File: config.mk
export PLATFORM = sky130hd
export DESIGN_NAME = esfr_front
export DESIGN_NICKNAME = d
export VERILOG_FILES = /design/src/rtl/core/esfr_pkg.sv /design/src/rtl/core/esfr_front.sv
export SDC_FILE = /design/constraint.sdc
export NUM_CORES = 1
export LEC_CHECK = 0
export BUFFER_PORTS_ARGS = -buffer_cell sky130_fd_sc_hd__buf_2
export CAP_MARGIN = 20
export CORE_MARGIN = 1.5
export CORE_UTILIZATION = 55
export DETAILED_ROUTE_END_ITERATION = 10
export GPL_TIMING_DRIVEN = 0
export PLACE_DENSITY = 0.82
export RECOVER_POWER = 25
export SYNTH_ARGS = -nofsm -noshare
export SYNTH_HDL_FRONTEND = slang
export SYNTH_SLANG_ARGS = --single-unit
export TNS_END_PERCENT = 50
File: constraint.sdc
create_clock -name clk -period 6.2 [get_ports clk]
set_input_delay 0.62 -clock clk [delete_from_list [all_inputs] [get_ports clk]]
set_output_delay 0.62 -clock clk [all_outputs]
set_load 0.05 [all_outputs]
File: src/rtl/core/esfr_pkg.sv
// ----------------------------------------------------------------------------
// esfr_pkg
// Shared types and constants of the elastic stereo resampler core.
// ----------------------------------------------------------------------------
`default_nettype none

package esfr_pkg;

  localparam int TARGET_W = 11;
  localparam logic [TARGET_W-1:0] TARGET_RESET = 11'd256;
  localparam int MIN_TARGET = 16;
  localparam int MIN_DEPTH = 3;
  localparam int DEV_LIMIT = 10737418;
  localparam int K_DEPTH = 3355;
  localparam int K_RATIO = 4294967;
  localparam int RATIO_DEAD = 1073;
  localparam logic [31:0] ONE_Q30 = 32'h4000_0000;
  localparam int CNT_W = 32;

  // register index on the configuration port
  localparam logic REG_TARGET = 1'b0;

  typedef enum logic [1:0] {
    CMD_PUSH = 2'd0,
    CMD_PULL = 2'd1,
    CMD_TRIM = 2'd2,
    CMD_NOP  = 2'd3
  } cmd_t;

  typedef struct packed {
    logic valid;
    cmd_t cmd;
    logic disc;
  } qhead_t;

  typedef struct packed {
    logic busy;
    logic done;
  } div_stat_t;

  typedef enum logic [4:0] {
    ST_IDLE,
    ST_DECODE,
    ST_DMUL,
    ST_DADD,
    ST_DIV,
    ST_RMUL,
    ST_RUPD,
    ST_RD0,
    ST_RD1,
    ST_RD2,
    ST_RD3,
    ST_PREP,
    ST_HINIT,
    ST_HMUL,
    ST_HACC,
    ST_ADV,
    ST_GAP,
    ST_GAPCHK,
    ST_HIST,
    ST_HIST2,
    ST_DONE
  } state_t;

endpackage

`default_nettype wire

File: src/rtl/core/esfr_front.sv
// ----------------------------------------------------------------------------
// esfr_front
// Input side: accept words, classify the command, hold them in a short queue.
// ----------------------------------------------------------------------------
`default_nettype none

module esfr_front import esfr_pkg::*; #(
  parameter int SAMPLE_BITS = 24
) (
  input  wire logic                          clk,
  input  wire logic                          rst_n,
  input  wire logic                          in_valid,
  output logic                               in_stall,
  input  wire logic [1:0]                    in_command,
  input  wire logic signed [SAMPLE_BITS-1:0] in_left,
  input  wire logic signed [SAMPLE_BITS-1:0] in_right,
  input  wire logic                          in_discontinuity,
  input  wire logic                          pop,
  output qhead_t                             head,
  output logic signed [SAMPLE_BITS-1:0]      head_left,
  output logic signed [SAMPLE_BITS-1:0]      head_right
);

  localparam int QD = 4;
  localparam int QA = $clog2(QD);

  cmd_t                         q_cmd  [QD];
  logic                         q_disc [QD];
  logic signed [SAMPLE_BITS-1:0] q_l   [QD];
  logic signed [SAMPLE_BITS-1:0] q_r   [QD];

  logic [QA:0] wr_r;
  logic [QA:0] rd_r;
  logic        full;
  logic        empty;
  logic        push;
  cmd_t        cls;

  always_comb begin
    case (in_command)
      2'd0:    cls = CMD_PUSH;
      2'd1:    cls = CMD_PULL;
      2'd2:    cls = CMD_TRIM;
      default: cls = CMD_NOP;
    endcase
  end

  assign full     = (wr_r[QA] != rd_r[QA]) && (wr_r[QA-1:0] == rd_r[QA-1:0]);
  assign empty    = wr_r == rd_r;
  assign in_stall = full;
  assign push     = in_valid && !full;

  always_ff @(posedge clk) begin
    if (!rst_n) begin
      wr_r <= '0;
      rd_r <= '0;
    end else begin
      if (push) begin
        wr_r <= wr_r + (QA+1)'(1);
      end
      if (pop && !empty) begin
        rd_r <= rd_r + (QA+1)'(1);
      end
    end
  end

  always_ff @(posedge clk) begin
    if (push) begin
      q_cmd[wr_r[QA-1:0]]  <= cls;
      q_disc[wr_r[QA-1:0]] <= in_discontinuity;
      q_l[wr_r[QA-1:0]]    <= in_left;
      q_r[wr_r[QA-1:0]]    <= in_right;
    end
  end

  assign head.valid = !empty;
  assign head.cmd   = q_cmd[rd_r[QA-1:0]];
  assign head.disc  = q_disc[rd_r[QA-1:0]];
  assign head_left  = q_l[rd_r[QA-1:0]];
  assign head_right = q_r[rd_r[QA-1:0]];

endmodule

`default_nettype wire

==> flow_metrics.py <==
metrics = {
    "yosys": {
        "synth_fp_nets": 397,
        "synth_cells": 337,
        "ys_warn_count": 0,
        "yosysUniqueCellTypes": 28,
        "synth_area_leaders": "edfxtp_1 77%, mux4_2 15%, dfxtp_1 2.0%",
        "yosysSeqAreaShare": 0.7948,
        "yosysTopAreaCellShare": 0.7746,
        "synth_top_area_cell": "edfxtp_1",
        "netlist_area_sq_um": 7909,
        "ys_seq_elements": 212,
        "syn_avg_cell_area_sq_um": 23.47,
    },
    "routing": {
        "vias": 3852,
        "vias_per_cell": 5.792,
        "wl_met2_um": 7165,
        "wl_per_cell_um": 21.02,
        "drt-met1-wl_um": 5698,
        "drcViolationCount": 0,
        "top_layer_used": "met4",
        "wl_um": 13980,
        "drt-initial-drc-count": 394,
        "detail-route-antenna-nets": 0,
        "first_pass_iters": 4,
        "met3_length_um": 892,
    },
    "place": {
        "io_buffers": 105,
        "dp_hpwl_um": 8857,
        "gp_congestion": 0.8574,
        "place_area_sq_um": 8778,
    },
    "worst_setup_path": {
        "reg2reg_to": "q_cmd[3][1]",
        "crit_path_start_kind": "register",
        "critPathMaxFanout": 10,
        "crit_path_max_incr_delay_ps": 550,
        "cp.required_ps": 5580,
        "worstSetupPathType": "register to primary output",
        "cp_slowest_cell": "clkbuf_1",
        "crit_arrival_ps": 2290,
        "worst-r2r-setup-slack_ps": 3840,
        "r2r-start": "wr_r[0]",
        "path_cells": "clkbuf_1 -> clkbuf_1 -> mux4_2 -> buf_2",
        "cp_num_buf_inv": 3,
        "crit_family": "buffers and inverters",
        "reg2regPathDepth": 5,
        "crit_top_cell": "clkbuf_1",
        "crit_path_end_kind": "primary output",
    },
    "layout": {
        "stdcell_area_sq_um": 9345,
        "fin_nets": 530,
        "seq_area_sq_um": 6286,
        "multi_input_area_sq_um": 1536,
        "fillerInstances": 899,
        "drive_gt1_frac": 0.3492,
        "area_delta_synth_final_pct": 18.16,
    },
    "sta": {
        "finalClockSkew_ps": 10.00,
        "drv_slew": 0,
        "rsz0062_at_grt": "false",
        "final.setup.tns_ps": 0,
        "finalHoldViolations": 0,
        "final.min_clock_period_ps": 2906,
        "worstMarginPinSlew_ps": 645.1,
        "maxSlewHeadroom": 0.5700,
        "finalCritPeriodShare": 0.4687,
        "fmax_ghz": 0.3441,
        "setup_viol_count_final": 0,
    },
    "pwr": {
        "p_leak_nw": 3.103,
        "vdd_drop_max_mv": 0.3107,
        "p_per_area_nw_per_um2": 474.0,
    },
    "clocking": {
        "tritoncts": "built",
        "root_buffer": "clkbuf_16",
        "cts_resized": 0,
        "clkLatencyLatePin_ps": 470,
        "clock_path_buffers": 3,
        "clock-sinks": 212,
        "cts_buffers": 21,
        "cts_hold_buf": 0,
        "postCtsSetupBuffers": 0,
        "clk_pin_slew_worst_paths_ps": 60,
        "cts_max_level": 1,
    },
    "grt": {
        "antenna_found_initial": 1,
        "grt_pass1_wl_um": 21080,
        "grt_start_max_net_pins": 34,
        "grt_util_all_layers": 0.1878,
        "grt_pass1_vias": 3993,
        "grt_overflow_total": 0,
    },
    "flow_run": {
        "maxCapViolCount": 0,
    },
    "die": {
        "io_pins": 108,
        "num_rows": 43,
        "die_height_um": 122.9,
        "coreArea_sq_um": 13930,
        "initial_core_util": 0.5676,
        "die_w_um": 122.9,
        "die-area_sq_um": 15110,
    },
    "min_path": {
        "whs_path_depth": 1,
        "hold_class": "input pin to register",
        "min_to": "q_l[1][6]",
        "min-delay-start": "in_left[6]",
    },
    "status": {
        "status": "complete, no violations",
    },
}
-- layout by cell type (no fill, tap or decap), types with 2 or more instances in the layout --
cell type | netlist | final
edfxtp_1 | 204 | 204
buf_2 | 6 | 79
mux4_2 | 51 | 51
clkbuf_1 | 8 | 46
clkbuf_16 | 0 | 21
dfxtp_1 | 8 | 8
inv_1 | 5 | 5
ha_1 | 5 | 5
clkinv_2 | 0 | 5
nand2_1 | 4 | 4
nand3b_1 | 4 | 4
o21ai_0 | 4 | 4
a211o_1 | 4 | 4
clkinv_1 | 0 | 4
buf_12 | 0 | 4
xor2_1 | 3 | 3
xnor2_1 | 3 | 3
nor3_1 | 3 | 3
and2_2 | 0 | 3
nand3_1 | 3 | 3
a31oi_1 | 2 | 2
a21oi_1 | 2 | 2
o211ai_1 | 2 | 2
nand4_1 | 2 | 2
a41oi_1 | 2 | 2
-- per-layer routing --
metal  GRT usage  up-vias
met3     0.03090       18
met2      0.3194      119
met4     0.04651        0
li1            -     1697
met5           0        -
met1      0.2573     2018
-- final cells by class --
class	instances	area share
Multi-Input combinational cell	104	0.1644
Clock buffer	27	0.05864
Antenna cell	1	0.0002678
Sequential cell	212	0.6726
Tap cell	180	0.02410
Buffer	16	0.008435
Timing Repair Buffer	110	0.06346
Inverter	5	0.002008
Clock inverter	10	0.006025
-- cells in the mapped netlist --
library cell  instances
clkbuf_4              1
mux4_2               51
edfxtp_1            204
buf_6                 1
xnor2_1               3
nand4_1               2
buf_2                 6
nand3b_1              4
o211ai_1              2
inv_1                 5
o31a_1                1
a21oi_1               2
ha_1                  5
dfxtp_1               8
nor2_1                2
a41oi_1               2
and3_2                1
a211oi_1              1
or4_1                 1
nand2_1               4
a31oi_1               2
clkbuf_1              8
xor2_1                3
nand3_1               3
o21ai_0               4
and2_1                4
nor3_1                3
a211o_1               4
-- registers in the layout, summed over array words and instances, names as in the netlist, named ones only --
register / flops
q_l: 96
q_r: 96
wr_r: 3
rd_r: 3
q_disc: 4
q_cmd: 8
-- where the power goes --
group	switching (mW)	total (mW)	internal, mW
clock network	0.478	1.10	0.626
registers	0.0575	1.87	1.82
logic	1.03	1.45	0.424
-- cell families after synthesis --
| logic type | Yosys count | share of synthesized area |
|---|---|---|
| mux | 51 | 0.1452 |
| buf+inv | 21 | 0.01234 |
| xor+xnor | 6 | 0.006646 |
| simple gates | 24 | 0.01708 |
| flops | 212 | 0.7948 |
| compound gates | 18 | 0.01598 |
| fa+ha+maj | 5 | 0.007910 |
-- through the flow --
stage,worst slack (ps),power (mW),instances,hold slack [ps],util
final,3294,4.430,665,362.9,0.6706
after global routing,3116,4.604,664,369.1,0.6705
after CTS,3230,4.476,664,346.4,0.6733
after detailed placement,3757,3.376,627,557.8,0.6300
after global placement,950.1,3.323,622,521.4,0.6214
after floorplan,2445,3.006,337,501.4,-
-- worst max path at each step --
stage | startpoint | to | slack (ps) | cells after the start
after floorplan | wr_r[0] | q_cmd[3][0] | 2450 | 3
after global placement | wr_r[0] | q_l[3][16] | 950 | 3
after detailed placement | register | head_right[13] | 3760 | 4
after CTS | register | head_right[18] | 3230 | 4
after global routing | register | head_left[12] | 3120 | 4
final | register | head_left[11] | 3290 | 4
Power figures use the tool's default switching activity.
